**config.mk**
```make
export PLATFORM = sky130hd
export DESIGN_NAME = proximity_beep_pattern_generator_top_flat
export DESIGN_NICKNAME = d
export VERILOG_FILES = /design/src/design/pbpg_pkg.sv /design/src/design/pbpg_if.sv /design/src/design/pbpg_div.sv /design/src/design/proximity_beep_pattern_generator_top.sv /design/src/flat_wrapper.sv
export SDC_FILE = /design/constraint.sdc
export NUM_CORES = 1
export LEC_CHECK = 0
export ABC_AREA = 1
export BUFFER_PORTS_ARGS = -buffer_cell sky130_fd_sc_hd__buf_2
export CAP_MARGIN = 40
export CORE_AREA = 2 2 305 307
export DETAILED_ROUTE_END_ITERATION = 12
export DIE_AREA = 0 0 307 309
export GPL_ROUTABILITY_DRIVEN = 0
export PLACE_DENSITY = 0.39
export SETUP_SLACK_MARGIN = 0.02
export SYNTH_ARGS = -nofsm -noshare
export SYNTH_HDL_FRONTEND = slang
export SYNTH_SLANG_ARGS = --single-unit
```
**constraint.sdc**
```tcl
create_clock -name clock -period 6.75 [get_ports clock]
set_input_delay 0.3375 -clock clock [delete_from_list [all_inputs] [get_ports clock]]
set_output_delay 0.3375 -clock clock [all_outputs]
set_load 0.02 [all_outputs]
```
**src/design/pbpg_pkg.sv**
```systemverilog
`timescale 1ns / 1ps
// ----------------------------------------------------------------------------
// pbpg_pkg
// Shared types, constants and tone tables for the beep pattern generator.
// ----------------------------------------------------------------------------
package pbpg_pkg;

   localparam int TIME_BITS_DEF = 48;
   localparam int DIV_W         = 21;   // widest modulus 1200000 < 2^21
   localparam int STEP_W        = 6;    // divider step count, up to 63
   localparam int CM_W          = 10;
   localparam int FREQ_W        = 12;
   localparam int DUR_W         = 18;

   localparam logic [CM_W-1:0]   CM_MAX    = CM_W'(999);
   localparam logic [FREQ_W-1:0] IDLE_FREQ = FREQ_W'(2000);
   localparam logic [15:0]       MM_LIMIT  = 16'd300;
   // n / 10 == (n * 52429) >> 19 for n < 32768
   localparam logic [15:0]       RECIP10   = 16'd52429;
   localparam int                RECIP_SH  = 19;

   localparam logic [DIV_W-1:0] ERR_PERIOD  = DIV_W'(1200000);
   localparam logic [DIV_W-1:0] DIR_PERIOD  = DIV_W'(600000);
   localparam logic [DIV_W-1:0] DIR_CLEAR   = DIV_W'(599000);
   localparam logic [DIV_W-1:0] MS_100      = DIV_W'(100000);
   localparam logic [DIV_W-1:0] MS_200      = DIV_W'(200000);
   localparam logic [DIV_W-1:0] MS_300      = DIV_W'(300000);
   localparam logic [DIV_W-1:0] MS_400      = DIV_W'(400000);
   localparam logic [DIV_W-1:0] MS_500      = DIV_W'(500000);
   localparam logic [DIV_W-1:0] MS_80       = DIV_W'(80000);
   localparam logic [DIV_W-1:0] MS_160      = DIV_W'(160000);
   localparam logic [DIV_W-1:0] MS_240      = DIV_W'(240000);
   localparam logic [DIV_W-1:0] MS_60       = DIV_W'(60000);
   localparam logic [DIV_W-1:0] NEAR_PERIOD = DIV_W'(150000);
   localparam logic [DIV_W-1:0] FAR_PERIOD  = DIV_W'(1000000);

   localparam logic [CM_W-1:0] CM_NEAR = CM_W'(30);
   localparam logic [CM_W-1:0] CM_FAR  = CM_W'(150);
   localparam logic [9:0]      SLOPE   = 10'd850;
   localparam logic [DIV_W-1:0] SLOPE_DEN = DIV_W'(120);
   localparam int              PDIV_BITS = 17;   // 850 * 119 < 2^17
   localparam logic [10:0]     PERIOD_BASE = 11'd150;
   localparam logic [9:0]      US_PER_MS   = 10'd1000;

   localparam logic [2:0] EV_NONE = 3'd0;
   localparam logic [2:0] EV_ONE  = 3'd1;
   localparam logic [2:0] EV_TWO  = 3'd2;
   localparam logic [2:0] EV_THREE = 3'd3;

   typedef struct packed {
      logic              start;
      logic [STEP_W-1:0] steps;
   } div_ctrl_type;

   typedef struct packed {
      logic busy;
      logic done;
   } div_stat_type;

   function automatic logic [FREQ_W-1:0] tone_freq(input logic [2:0] ev);
      logic [FREQ_W-1:0] f;
      case (ev)
         EV_ONE:   f = FREQ_W'(2500);
         EV_TWO:   f = FREQ_W'(1200);
         EV_THREE: f = FREQ_W'(1800);
         default:  f = IDLE_FREQ;
      endcase
      return f;
   endfunction

   function automatic logic [DUR_W-1:0] tone_dur_us(input logic [2:0] ev);
      logic [DUR_W-1:0] d;
      case (ev)
         EV_ONE:  d = DUR_W'(150000);
         EV_TWO:  d = DUR_W'(180000);
         default: d = DUR_W'(120000);
      endcase
      return d;
   endfunction

endpackage

```
**src/design/pbpg_if.sv**
```systemverilog
`timescale 1ns / 1ps
// ----------------------------------------------------------------------------
// pbpg_req_if / pbpg_rsp_if
// Valid/ready channels for service call items and buzzer result items.
// ----------------------------------------------------------------------------
interface pbpg_req_if
   import pbpg_pkg::*;
#(parameter int TIME_BITS = TIME_BITS_DEF);
   logic                 valid;
   logic                 ready;
   logic [TIME_BITS-1:0] now_us;
   logic                 error_flag;
   logic [2:0]           event_id;
   logic signed [1:0]    direction;
   logic signed [15:0]   range_raw;
   logic                 distance_valid;

   modport source (output valid, now_us, error_flag, event_id, direction,
                   range_raw, distance_valid, input ready);
   modport sink   (input valid, now_us, error_flag, event_id, direction,
                   range_raw, distance_valid, output ready);
endinterface

interface pbpg_rsp_if;
   logic        valid;
   logic        ready;
   logic        active_on;
   logic        passive_on;
   logic [11:0] passive_freq_hz;

   modport source (output valid, active_on, passive_on, passive_freq_hz,
                   input ready);
   modport sink   (input valid, active_on, passive_on, passive_freq_hz,
                   output ready);
endinterface

```
**src/design/pbpg_div.sv**
```systemverilog
`timescale 1ns / 1ps
// ----------------------------------------------------------------------------
// pbpg_div
// Restoring divider, one quotient bit per cycle, MSB of numerator first.
// ----------------------------------------------------------------------------
module pbpg_div
   import pbpg_pkg::*;
#(
   parameter int TIME_BITS = TIME_BITS_DEF
) (
   input  logic                 clock,
   input  logic                 reset,
   input  div_ctrl_type         ctrl,
   input  logic [TIME_BITS-1:0] numer,
   input  logic [DIV_W-1:0]     divisor,
   output div_stat_type         stat,
   output logic [TIME_BITS-1:0] quot,
   output logic [DIV_W-1:0]     rem
);

   logic [TIME_BITS-1:0] num_ff, num_in;
   logic [DIV_W-1:0]     den_ff, den_in;
   logic [DIV_W-1:0]     rem_ff, rem_in;
   logic [STEP_W-1:0]    cnt_ff, cnt_in;
   logic                 busy_ff, busy_in;
   logic                 done_ff, done_in;
   logic [DIV_W:0]       partial;
   logic                 fits;

   assign partial = {rem_ff, num_ff[TIME_BITS-1]};
   assign fits    = partial >= {1'b0, den_ff};

   always_comb begin
      num_in  = num_ff;
      den_in  = den_ff;
      rem_in  = rem_ff;
      cnt_in  = cnt_ff;
      busy_in = busy_ff;
      done_in = 1'b0;
      if (ctrl.start) begin
         num_in  = numer;
         den_in  = divisor;
         rem_in  = '0;
         cnt_in  = ctrl.steps;
         busy_in = 1'b1;
      end else if (busy_ff) begin
         rem_in = fits ? DIV_W'(partial - {1'b0, den_ff}) : partial[DIV_W-1:0];
         num_in = {num_ff[TIME_BITS-2:0], fits};
         cnt_in = cnt_ff - STEP_W'(1);
         if (cnt_ff == STEP_W'(1)) begin
            busy_in = 1'b0;
            done_in = 1'b1;
         end
      end
   end

   always_ff @(posedge clock) begin
      if (reset) begin
         busy_ff <= 1'b0;
         done_ff <= 1'b0;
         cnt_ff  <= '0;
      end else begin
         busy_ff <= busy_in;
         done_ff <= done_in;
         cnt_ff  <= cnt_in;
      end
      num_ff <= num_in;
      den_ff <= den_in;
      rem_ff <= rem_in;
   end

   assign stat.busy = busy_ff;
   assign stat.done = done_ff;
   assign quot      = num_ff;
   assign rem       = rem_ff;

endmodule

```
**src/design/proximity_beep_pattern_generator_top.sv**
```systemverilog
`timescale 1ns / 1ps
// ----------------------------------------------------------------------------
// proximity_beep_pattern_generator_top
// Buzzer pattern generator: one service call item in, one buzzer item out.
// ----------------------------------------------------------------------------
//  channel   dir  handshake     payload
//  req_bus   in   valid/ready   now_us, error_flag, event_id, direction,
//                               range_raw, distance_valid
//  rsp_bus   out  valid/ready   active_on, passive_on, passive_freq_hz
//
//  Divider: an item runs the shared bit-serial divider (time modulo pattern
//  period); a distance in the 31..149 cm band first adds a period division
//  in the same divider. A steady tone (1..29 cm, valid distance, no error
//  or cue) skips the divider.
//  Reset: synchronous, active high; all buzzer state returns to idle values.
//  Stalls: req_ready is high only while the sequencer is idle; a finished
//  result waits in the output register, and the next item can be taken
//  while it waits.
// ----------------------------------------------------------------------------
module proximity_beep_pattern_generator_top
   import pbpg_pkg::*;
#(
   parameter int TIME_BITS = TIME_BITS_DEF
) (
   input  logic          clock,
   input  logic          reset,
   pbpg_req_if.sink      req_bus,
   pbpg_rsp_if.source    rsp_bus
);

   typedef enum logic [2:0] {
      S_IDLE, S_PREP, S_STOP, S_PDIV, S_MOD, S_DONE
   } state_type;

   // which waveform the modulus result feeds
   typedef enum logic [1:0] {
      M_ERR, M_LEFT, M_RIGHT, M_DIST
   } mode_type;

   state_type            state_ff, state_in;
   mode_type             mode_ff, mode_in;

   // latched item
   logic [TIME_BITS-1:0] now_ff, now_in;
   logic                 err_ff, err_in;
   logic signed [15:0]   dv_ff, dv_in;

   // buzzer state
   logic                 active_ff, active_in;
   logic                 plevel_ff, plevel_in;
   logic [TIME_BITS-1:0] pend_ff, pend_in;       // tone end time
   logic [FREQ_W-1:0]    pfreq_ff, pfreq_in;
   logic [2:0]           pevent_ff, pevent_in;
   logic signed [1:0]    dir_ff, dir_in;
   logic [CM_W-1:0]      cm_ff, cm_in;
   logic                 dok_ff, dok_in;

   // result register
   logic                 rsp_valid_ff, rsp_valid_in;
   logic                 rsp_act_ff, rsp_act_in;
   logic                 rsp_pas_ff, rsp_pas_in;
   logic [FREQ_W-1:0]    rsp_freq_ff, rsp_freq_in;

   // divider hookup
   div_ctrl_type         dctrl;
   div_stat_type         dstat;
   logic [TIME_BITS-1:0] dnumer;
   logic [DIV_W-1:0]     ddivisor;
   logic [TIME_BITS-1:0] dquot;
   logic [DIV_W-1:0]     drem;

   // distance conversion helpers
   logic [30:0]          mm_prod;
   logic [11:0]          mm_cm;
   logic [16:0]          slope_num;
   logic [10:0]          period_ms;
   logic [DIV_W-1:0]     cycle_len_us;
   logic                 accept;
   logic                 out_free;

   assign accept   = req_bus.valid && req_bus.ready;
   assign out_free = !rsp_valid_ff || rsp_bus.ready;

   assign mm_prod      = 31'(dv_ff[14:0]) * 31'(RECIP10);
   assign mm_cm        = mm_prod[RECIP_SH +: 12];
   assign slope_num    = 17'(cm_ff - CM_NEAR) * 17'(SLOPE);
   assign period_ms    = PERIOD_BASE + 11'(dquot[9:0]);
   assign cycle_len_us = DIV_W'(period_ms) * DIV_W'(US_PER_MS);

   always_comb begin
      state_in     = state_ff;
      mode_in      = mode_ff;
      now_in       = now_ff;
      err_in       = err_ff;
      dv_in        = dv_ff;
      active_in    = active_ff;
      plevel_in    = plevel_ff;
      pend_in      = pend_ff;
      pfreq_in     = pfreq_ff;
      pevent_in    = pevent_ff;
      dir_in       = dir_ff;
      cm_in        = cm_ff;
      dok_in       = dok_ff;
      rsp_valid_in = rsp_valid_ff && !rsp_bus.ready;
      rsp_act_in   = rsp_act_ff;
      rsp_pas_in   = rsp_pas_ff;
      rsp_freq_in  = rsp_freq_ff;
      dctrl.start  = 1'b0;
      dctrl.steps  = STEP_W'(TIME_BITS);
      dnumer       = now_ff;
      ddivisor     = ERR_PERIOD;

      case (state_ff)
         S_IDLE: begin
            if (accept) begin
               now_in = req_bus.now_us;
               err_in = req_bus.error_flag;
               dv_in  = req_bus.range_raw;
               dok_in = req_bus.distance_valid;
               if (req_bus.event_id != EV_NONE) begin
                  pevent_in = req_bus.event_id;
               end
               if (req_bus.direction != 2'sd0) begin
                  dir_in = req_bus.direction;
               end
               state_in = S_PREP;
            end
         end

         S_PREP: begin
            // centimetres, clamped to 0..999; above 300 the value is mm
            if (dv_ff > 16'sd300) begin
               cm_in = (mm_cm > 12'(CM_MAX)) ? CM_MAX : mm_cm[CM_W-1:0];
            end else if (dv_ff < 16'sd0) begin
               cm_in = '0;
            end else begin
               cm_in = dv_ff[CM_W-1:0];
            end
            // one-shot tone start once no earlier tone is still due
            if (pevent_ff != EV_NONE && !(pend_ff > now_ff)) begin
               plevel_in = 1'b1;
               pfreq_in  = tone_freq(pevent_ff);
               pend_in   = now_ff + TIME_BITS'(tone_dur_us(pevent_ff));
               pevent_in = EV_NONE;
            end
            state_in = S_STOP;
         end

         S_STOP: begin
            // an end time of zero never stops a tone
            if (plevel_ff && pend_ff != '0 && now_ff >= pend_ff) begin
               plevel_in = 1'b0;
               pfreq_in  = IDLE_FREQ;
               pend_in   = '0;
            end
            // priority: error, direction cue, invalid distance (error pattern), distance warning
            state_in = S_MOD;
            if (err_ff) begin
               mode_in     = M_ERR;
               dctrl.start = 1'b1;
               ddivisor    = ERR_PERIOD;
            end else if (dir_ff != 2'sd0) begin
               mode_in     = dir_ff[1] ? M_LEFT : M_RIGHT;
               dctrl.start = 1'b1;
               ddivisor    = DIR_PERIOD;
            end else if (!dok_ff) begin
               mode_in     = M_ERR;
               dctrl.start = 1'b1;
               ddivisor    = ERR_PERIOD;
            end else if (cm_ff != '0 && cm_ff < CM_NEAR) begin
               active_in = 1'b1;
               state_in  = S_DONE;
            end else if (cm_ff >= CM_FAR) begin
               mode_in     = M_DIST;
               dctrl.start = 1'b1;
               ddivisor    = FAR_PERIOD;
            end else if (cm_ff <= CM_NEAR) begin
               mode_in     = M_DIST;
               dctrl.start = 1'b1;
               ddivisor    = NEAR_PERIOD;
            end else begin
               // period slope 850*(cm-30)/120 through the same divider
               mode_in     = M_DIST;
               dctrl.start = 1'b1;
               dctrl.steps = STEP_W'(PDIV_BITS);
               dnumer      = TIME_BITS'(slope_num) << (TIME_BITS - PDIV_BITS);
               ddivisor    = SLOPE_DEN;
               state_in    = S_PDIV;
            end
         end

         S_PDIV: begin
            if (dstat.done) begin
               dctrl.start = 1'b1;
               ddivisor    = cycle_len_us;
               state_in    = S_MOD;
            end
         end

         S_MOD: begin
            if (dstat.done) begin
               case (mode_ff)
                  M_ERR: begin
                     active_in = (drem < MS_100) ||
                                 (drem >= MS_200 && drem < MS_300) ||
                                 (drem >= MS_400 && drem < MS_500);
                  end
                  M_LEFT: begin
                     active_in = (drem < MS_80) || (drem >= MS_160 && drem < MS_240);
                  end
                  M_RIGHT: begin
                     active_in = drem < MS_200;
                  end
                  default: begin
                     active_in = drem < MS_60;
                  end
               endcase
               // cue clears itself at the end of its period
               if ((mode_ff == M_LEFT || mode_ff == M_RIGHT) && drem >= DIR_CLEAR) begin
                  dir_in = 2'sd0;
               end
               state_in = S_DONE;
            end
         end

         S_DONE: begin
            if (out_free) begin
               rsp_valid_in = 1'b1;
               rsp_act_in   = active_ff;
               rsp_pas_in   = plevel_ff;
               rsp_freq_in  = pfreq_ff;
               state_in     = S_IDLE;
            end
         end

         default: begin
            state_in = S_IDLE;
         end
      endcase
   end

   always_ff @(posedge clock) begin
      if (reset) begin
         state_ff     <= S_IDLE;
         mode_ff      <= M_ERR;
         active_ff    <= 1'b0;
         plevel_ff    <= 1'b0;
         pend_ff      <= '0;
         pfreq_ff     <= IDLE_FREQ;
         pevent_ff    <= EV_NONE;
         dir_ff       <= 2'sd0;
         cm_ff        <= CM_MAX;
         dok_ff       <= 1'b0;
         rsp_valid_ff <= 1'b0;
      end else begin
         state_ff     <= state_in;
         mode_ff      <= mode_in;
         active_ff    <= active_in;
         plevel_ff    <= plevel_in;
         pend_ff      <= pend_in;
         pfreq_ff     <= pfreq_in;
         pevent_ff    <= pevent_in;
         dir_ff       <= dir_in;
         cm_ff        <= cm_in;
         dok_ff       <= dok_in;
         rsp_valid_ff <= rsp_valid_in;
      end
      now_ff      <= now_in;
      err_ff      <= err_in;
      dv_ff       <= dv_in;
      rsp_act_ff  <= rsp_act_in;
      rsp_pas_ff  <= rsp_pas_in;
      rsp_freq_ff <= rsp_freq_in;
   end

   pbpg_div #(
      .TIME_BITS (TIME_BITS)
   ) u_div (
      .clock   (clock),
      .reset   (reset),
      .ctrl    (dctrl),
      .numer   (dnumer),
      .divisor (ddivisor),
      .stat    (dstat),
      .quot    (dquot),
      .rem     (drem)
   );

   assign req_bus.ready           = (state_ff == S_IDLE);
   assign rsp_bus.valid           = rsp_valid_ff;
   assign rsp_bus.active_on       = rsp_act_ff;
   assign rsp_bus.passive_on      = rsp_pas_ff;
   assign rsp_bus.passive_freq_hz = rsp_freq_ff;

endmodule
```
**src/flat_wrapper.sv**
```systemverilog
// flat-port wrapper written by rule: the top's interface ports become plain ports
module proximity_beep_pattern_generator_top_flat import pbpg_pkg::*;
#(
   parameter int TIME_BITS = TIME_BITS_DEF
)
  (clock, reset, req_bus_valid, req_bus_now_us, req_bus_error_flag, req_bus_event_id, req_bus_direction, req_bus_range_raw, req_bus_distance_valid, req_bus_ready, rsp_bus_valid, rsp_bus_active_on, rsp_bus_passive_on, rsp_bus_passive_freq_hz, rsp_bus_ready);
  pbpg_req_if #(.TIME_BITS(TIME_BITS)) req_bus_i ();
  pbpg_rsp_if rsp_bus_i ();
  input  logic clock;
  input  logic reset;
  input wire logic [$bits(req_bus_i.valid)-1:0] req_bus_valid;
  input wire logic [$bits(req_bus_i.now_us)-1:0] req_bus_now_us;
  input wire logic [$bits(req_bus_i.error_flag)-1:0] req_bus_error_flag;
  input wire logic [$bits(req_bus_i.event_id)-1:0] req_bus_event_id;
  input wire logic [$bits(req_bus_i.direction)-1:0] req_bus_direction;
  input wire logic [$bits(req_bus_i.range_raw)-1:0] req_bus_range_raw;
  input wire logic [$bits(req_bus_i.distance_valid)-1:0] req_bus_distance_valid;
  output wire logic [$bits(req_bus_i.ready)-1:0] req_bus_ready;
  output wire logic [$bits(rsp_bus_i.valid)-1:0] rsp_bus_valid;
  output wire logic [$bits(rsp_bus_i.active_on)-1:0] rsp_bus_active_on;
  output wire logic [$bits(rsp_bus_i.passive_on)-1:0] rsp_bus_passive_on;
  output wire logic [$bits(rsp_bus_i.passive_freq_hz)-1:0] rsp_bus_passive_freq_hz;
  input wire logic [$bits(rsp_bus_i.ready)-1:0] rsp_bus_ready;
  assign req_bus_i.valid = req_bus_valid;
  assign req_bus_i.now_us = req_bus_now_us;
  assign req_bus_i.error_flag = req_bus_error_flag;
  assign req_bus_i.event_id = req_bus_event_id;
  assign req_bus_i.direction = req_bus_direction;
  assign req_bus_i.range_raw = req_bus_range_raw;
  assign req_bus_i.distance_valid = req_bus_distance_valid;
  assign req_bus_ready = req_bus_i.ready;
  assign rsp_bus_valid = rsp_bus_i.valid;
  assign rsp_bus_active_on = rsp_bus_i.active_on;
  assign rsp_bus_passive_on = rsp_bus_i.passive_on;
  assign rsp_bus_passive_freq_hz = rsp_bus_i.passive_freq_hz;
  assign rsp_bus_i.ready = rsp_bus_ready;
  proximity_beep_pattern_generator_top #(.TIME_BITS(TIME_BITS)) u_core (.clock(clock), .reset(reset), .req_bus(req_bus_i), .rsp_bus(rsp_bus_i));
endmodule
```
* Yosys cells after proc, flatten, opt, wreduce, memory -nomap -nowiden
Cells that the tools add are included.
** Storage, ports and cells
- Register bits after elaboration :: 261
- Bits of input ports :: 75
- Output and inout bits :: 16
- Word-level logic and storage cells :: 203
** Cells by class
- Add/subtract/negate cells :: 5
- Multiply operators :: 3
- Order comparisons :: 20
- Eq/ne operators :: 25
- Muxes and demuxes :: 86
- Bitwise logic cells :: 1
- Reduce and logical (&&, ||, !) cells :: 40
** Operator list (number)
- 2-to-1 mux 48 bit :: 11
- 2-to-1 mux 21 bit :: 7
- one-hot mux 48 bit (2 select lines) :: 1
- 2-to-1 mux 18 bit :: 3
- adder 48 x 18 -> 48 bit :: 1
- greater-or-equal comparator 48 bit :: 1
- greater-than comparator 48 bit :: 1
- 2-to-1 mux 6 bit :: 8
- nonzero test 48 bit :: 1
- greater-or-equal comparator 21 x 18 -> 1 bit, second input constant :: 2
- < comparator 21 x 17 -> 1 bit, second input constant :: 2
- < comparator 21 x 18 -> 1 bit, second input constant :: 2
- < comparator 21 x 19 -> 1 bit, second input constant :: 2
- one-hot mux 21 bit (2 select lines) :: 1
- 2-to-1 mux 3 bit :: 13
- one-hot mux 12 bit (3 select lines) :: 1
- one-hot mux 18 bit (2 select lines) :: 1
- multiplier 15 x 16 -> 31 bit, second input constant :: 1
- 2-to-1 mux 10 bit :: 3
- 2-to-1 mux 12 bit :: 2
- one-hot mux 12 bit (2 select lines) :: 1
- greater-or-equal comparator 22 x 21 -> 1 bit :: 1
- greater-or-equal comparator 21 x 19 -> 1 bit, second input constant :: 1
- greater-or-equal comparator 21 x 20 -> 1 bit, second input constant :: 1
- other kinds (45) :: 112

* Longest topological paths before layout
- Depth in word-level cells :: 10
- Gate-level depth with buffers :: 31
- Depth with buffers taken out :: 31

* Cells and area by module
From an unflattened synthesis, not the netlist that was laid out.
** Second synthesis, totals
- Cells, all modules :: 3312
- Area, all modules :: 24458.5 µm²
** Modules (own cells, without submodules)
- proximity_beep_pattern_generator_top :: times used 1, cells an instance 2565, area each 18714.2 µm², seq. area each 3903.7 µm²
- pbpg_div :: times used 1, cells an instance 747, area each 5744.3 µm², seq. area each 2652.5 µm²

* Worst setup path before layout
Ideal clock, no wire load.
- Kind :: register to register
- Start point :: reg u_core.dv_ff[13]
- End point :: reg u_core.cm_ff[2]
- Library setup time :: 0.123 ns
- Arrival :: 5.019 ns
- Data required time :: 6.627 ns
- Slack :: 1.608 ns
- Stages on the path, launching flop included :: 27
- Buffers on the path :: 0
- Cells stage by stage :: edfxtp_1 > inv_1 > ha_1 > fa_1 > fa_1 > inv_1 > ha_1 > a21o_1 > fa_1 > inv_1 > fa_1 > inv_1 > ha_1 > nand2_1 > inv_1 > nand2_1 > nand2_1 > a21oi_1 > inv_1 > a21oi_1 > nand3_1 > nand2_1 > nand3_1 > nor2_1 > nand2_1 > nor2_1 > o21ai_0
** On the way
- Cells in the longest elaborated chain, start to end :: 4
- Elaborated cells on any way between the ends :: 7
** RTL lines
- start: declaration :: RTL line proximity_beep_pattern_generator_top.sv:46 : logic signed [15:0] dv_ff, dv_in;
- start signal: assignment :: RTL line proximity_beep_pattern_generator_top.sv:270 : dv_ff <= dv_in;
- multiplier 15 x 16 -> 31 bit :: RTL line proximity_beep_pattern_generator_top.sv:84 : assign mm_prod = 31'(dv_ff[14:0]) * 31'(RECIP10);
- greater-than comparator 12 x 10 -> 1 bit :: RTL line proximity_beep_pattern_generator_top.sv:133 : cm_in = (mm_cm > 12'(CM_MAX)) ? CM_MAX : mm_cm[CM_W-1:0];
- 2-to-1 mux 10 bit :: RTL line proximity_beep_pattern_generator_top.sv:133
- 2-to-1 mux 10 bit * :: RTL line proximity_beep_pattern_generator_top.sv:132 : if (dv_ff > 16'sd300) begin
- end signal: assignment :: RTL line proximity_beep_pattern_generator_top.sv:264 : cm_ff <= cm_in;
- end: declaration :: RTL line proximity_beep_pattern_generator_top.sv:55 : logic [CM_W-1:0] cm_ff, cm_in;
Mark *: on every way between the ends. The rest lies on a longest branch, timed or not.
A chain may end at the register's enable or synchronous reset.

* Worst setup path in the final report
- Start point :: reg u_core.dv_ff[6]
- End point :: reg u_core.cm_ff[6]
The elaborated chain is that of the path after synthesis.

==> flow_metrics.tcl <==
set metrics [dict create \
    status "complete, no violations" \
    cts_sinks 252 \
    yosysWarnings 0 \
    num_vias 19150 \
    crit_top_cell "inv_1" \
    grt_max_degree 64 \
    grt_overflow_total 0 \
    path_buf_inv 6 \
    row_count 111 \
    arrival_ps 6160 \
    start_kind "flop" \
    cp.depth 25 \
    setup_viol 0 \
    stdcell_count 4256 \
    die_x_um 307 \
    fin_crit_sh_pct 85.0 \
    dieArea_um2 94900 \
    hp-class "input port to flop" \
    cts_buffers 34 \
    cts_tree "done" \
    max_freq_mhz 174 \
    place.detailed.hpwl_um 56900 \
    worst_slew_pin_slew_ps 757 \
    io_buffers 88 \
    diodes 0 \
    hold_viol 0 \
    areaGrowthSynthToFinish_pct 16.1 \
    clkSlewWorstSetupHoldPaths_ps 60 \
    dominantRegCellSynth "edfxtp_1" \
    max-cap-violations 0 \
    layout_common_cells "nand2_1 (568), inv_1 (512), ha_1 (299)" \
    ys_seq_area_share_pct 28.4 \
    hold_ws_ps 70.6 \
    wl_per_cell_um 16.7 \
    syn_area_per_cell_um2 7.86 \
    cts_buffer_depth 3 \
    critical_path.endpoint_type "flop" \
    pin_count 91 \
    cpPeakStageDelay_ps 550 \
    cp.required_ps 7180 \
    place_inst 4131 \
    clkLatencyLatePin_ps 560 \
    rsz0062_at_grt "false" \
    slew_headroom_pct 49.5 \
    finalClockSkew_ps 28.5 \
    post_cts.repair.setup_buffers 0 \
    drt_pass1_iterations 6 \
    ctsResizeCount 0 \
    critical_path_class "flop to flop" \
    cts.root.buffer_cell "clkbuf_16" \
    drt-initial-drc-count 1074 \
    synth_edf_count 142 \
    min_path_cells 1 \
    min_period_ps 5730 \
    nNetsFinal 3530 \
    cp_top_family "adder cells" \
    viasPerCell 4.50 \
    fin_util_pct 28.9 \
    maxSlewViolCount 0 \
    synthCells 2898 \
    grt_pass1_wl_um 113000 \
    initial_utilization_pct 24.9 \
    die_h_um 309 \
    layout-drive-gt1-share_pct 6.32 \
    antenna_found_initial 0 \
    critPathMaxFanout 6 \
    cts-htree-levels 2 \
    final_common_cell "nand2_1" \
    syn-cell-area_um2 22800 \
    finalSetupTns_ps 0 \
    grt_pass1_vias 19566 \
    crit_path_top_delay_cell "fa_1" \
    ys_ff_latch 252 \
    ant_nets 0 \
    track_usage_pct 15.1 \
    rr_worst_depth 25 \
    drcViolationCount 0 \
    ys_types 55 \
    core-area_um2 91400 \
    synthArstFlopShare_pct 0 \
    routed_wl_um 71100 \
]
==> stage by stage <==
stage / worst slack (ps) / area, um2
5_1_grt: 553 / 26400
4_1_cts: 1030 / 26400
6_report: 1020 / 26400
2_1_floorplan: 1610 / 22800
3_3_place_gp: 1130 / 24500
3_5_place_dp: 1030 / 24600
==> synthesized netlist by cell type, types with 2 or more instances <==
master / instances / area share (%)
nand2_1: 570 / 9.4
inv_1: 512 / 8.4
ha_1: 299 / 16
a21oi_1: 223 / 4.9
nor2_1: 212 / 3.5
nand3_1: 172 / 3.8
edfxtp_1: 142 / 19
o21ai_0: 118 / 2.6
fa_1: 112 / 9.8
dfxtp_1: 110 / 9.7
xor2_1: 59 / 2.3
nand4_1: 43 / 1.2
nor3_1: 42 / 0.92
xnor2_1: 36 / 1.4
clkbuf_1: 33 / 0.54
o21ai_1: 27 / 0.59
o211ai_1: 24 / 0.79
o31ai_1: 24 / 0.79
buf_2: 20 / 0.44
nor4_1: 20 / 0.55
a21o_1: 8 / 0.26
inv_2: 8 / 0.13
a31oi_1: 7 / 0.19
a211oi_1: 6 / 0.20
buf_4: 6 / 0.20
nand3b_1: 6 / 0.20
o21bai_1: 6 / 0.20
o22ai_1: 6 / 0.16
nor2_2: 4 / 0.11
or2_2: 4 / 0.11
and2_1: 3 / 0.082
buf_6: 3 / 0.15
nand2_2: 3 / 0.082
nor2_4: 3 / 0.15
o2111ai_1: 3 / 0.12
a21boi_0: 2 / 0.066
a221oi_1: 2 / 0.077
o21a_1: 2 / 0.066
o221ai_1: 2 / 0.077
==> cell type report <==
type	instances	area [um2]
fill	10028	64900
multi-input combinational	2064	14100
sequential	252	6470
inverter	521	1960
tap	1186	1480
timing repair buffer	171	1230
clock buffer	43	957
clock inverter	19	274
==> worst paths after layout <==
path,startpoint,endpoint,slack (ps)
worst max-delay path,u_core.dv_ff[6],u_core.cm_ff[6],1020
worst min-delay path,req_bus_now_us[4],u_core.now_ff[4],70
worst max register to register,u_core.dv_ff[6],u_core.cm_ff[6],1020
worst min register to register,u_core.pfreq_ff[3],u_core.rsp_bus.passive_freq_hz[3],430
==> routing by layer <==
layer  vias up  global-route usage [%]  wire length [um]
li1       9833                       -                 -
met1      9022                    21.2             35900
met4         0                    3.24              1200
met5         -                       0                 0
met2       241                    25.1             32200
met3        54                    1.62              1790
==> state kept, by name, indices dropped and copies added (netlist names) <==
name                            cells
u_core.active_ff                    1
u_core.cm_ff                       10
u_core.dir_ff                       2
u_core.dok_ff                       1
u_core.dv_ff                       16
u_core.err_ff                       1
u_core.mode_ff                      2
u_core.now_ff                      48
u_core.pend_ff                     48
u_core.pevent_ff                    3
u_core.pfreq_ff                     9
u_core.plevel_ff                    1
u_core.rsp_bus.active_on            1
u_core.rsp_bus.passive_freq_hz      9
u_core.rsp_bus.passive_on           1
u_core.rsp_bus.valid                1
u_core.state_ff                     3
u_core.u_div.busy_ff                1
u_core.u_div.cnt_ff                 6
u_core.u_div.den_ff                18
u_core.u_div.done_ff                1
u_core.u_div.quot                  48
u_core.u_div.rem                   21
==> cells by family after synthesis <==
kind of cell	Yosys count	synth area share [%]
other	1	0.0165
adder cells (fa/ha/maj)	411	26.3
AND/OR/NAND/NOR	1088	20.3
flip-flops	252	28.4
buffers and inverters	583	9.93
AO/OA/AOI/OAI	468	11.5
XOR/XNOR	95	3.65
==> what timing repair did <==
item | CTS | global route
endpoints found under the hold margin | 63 | 0
endpoints found under the setup margin | 0 | 0
hold buffers | 63 | 0
Power is left out: the tool's default activity adds up to more than one toggle a clock period on the data nets, which glitch-free logic cannot reach.
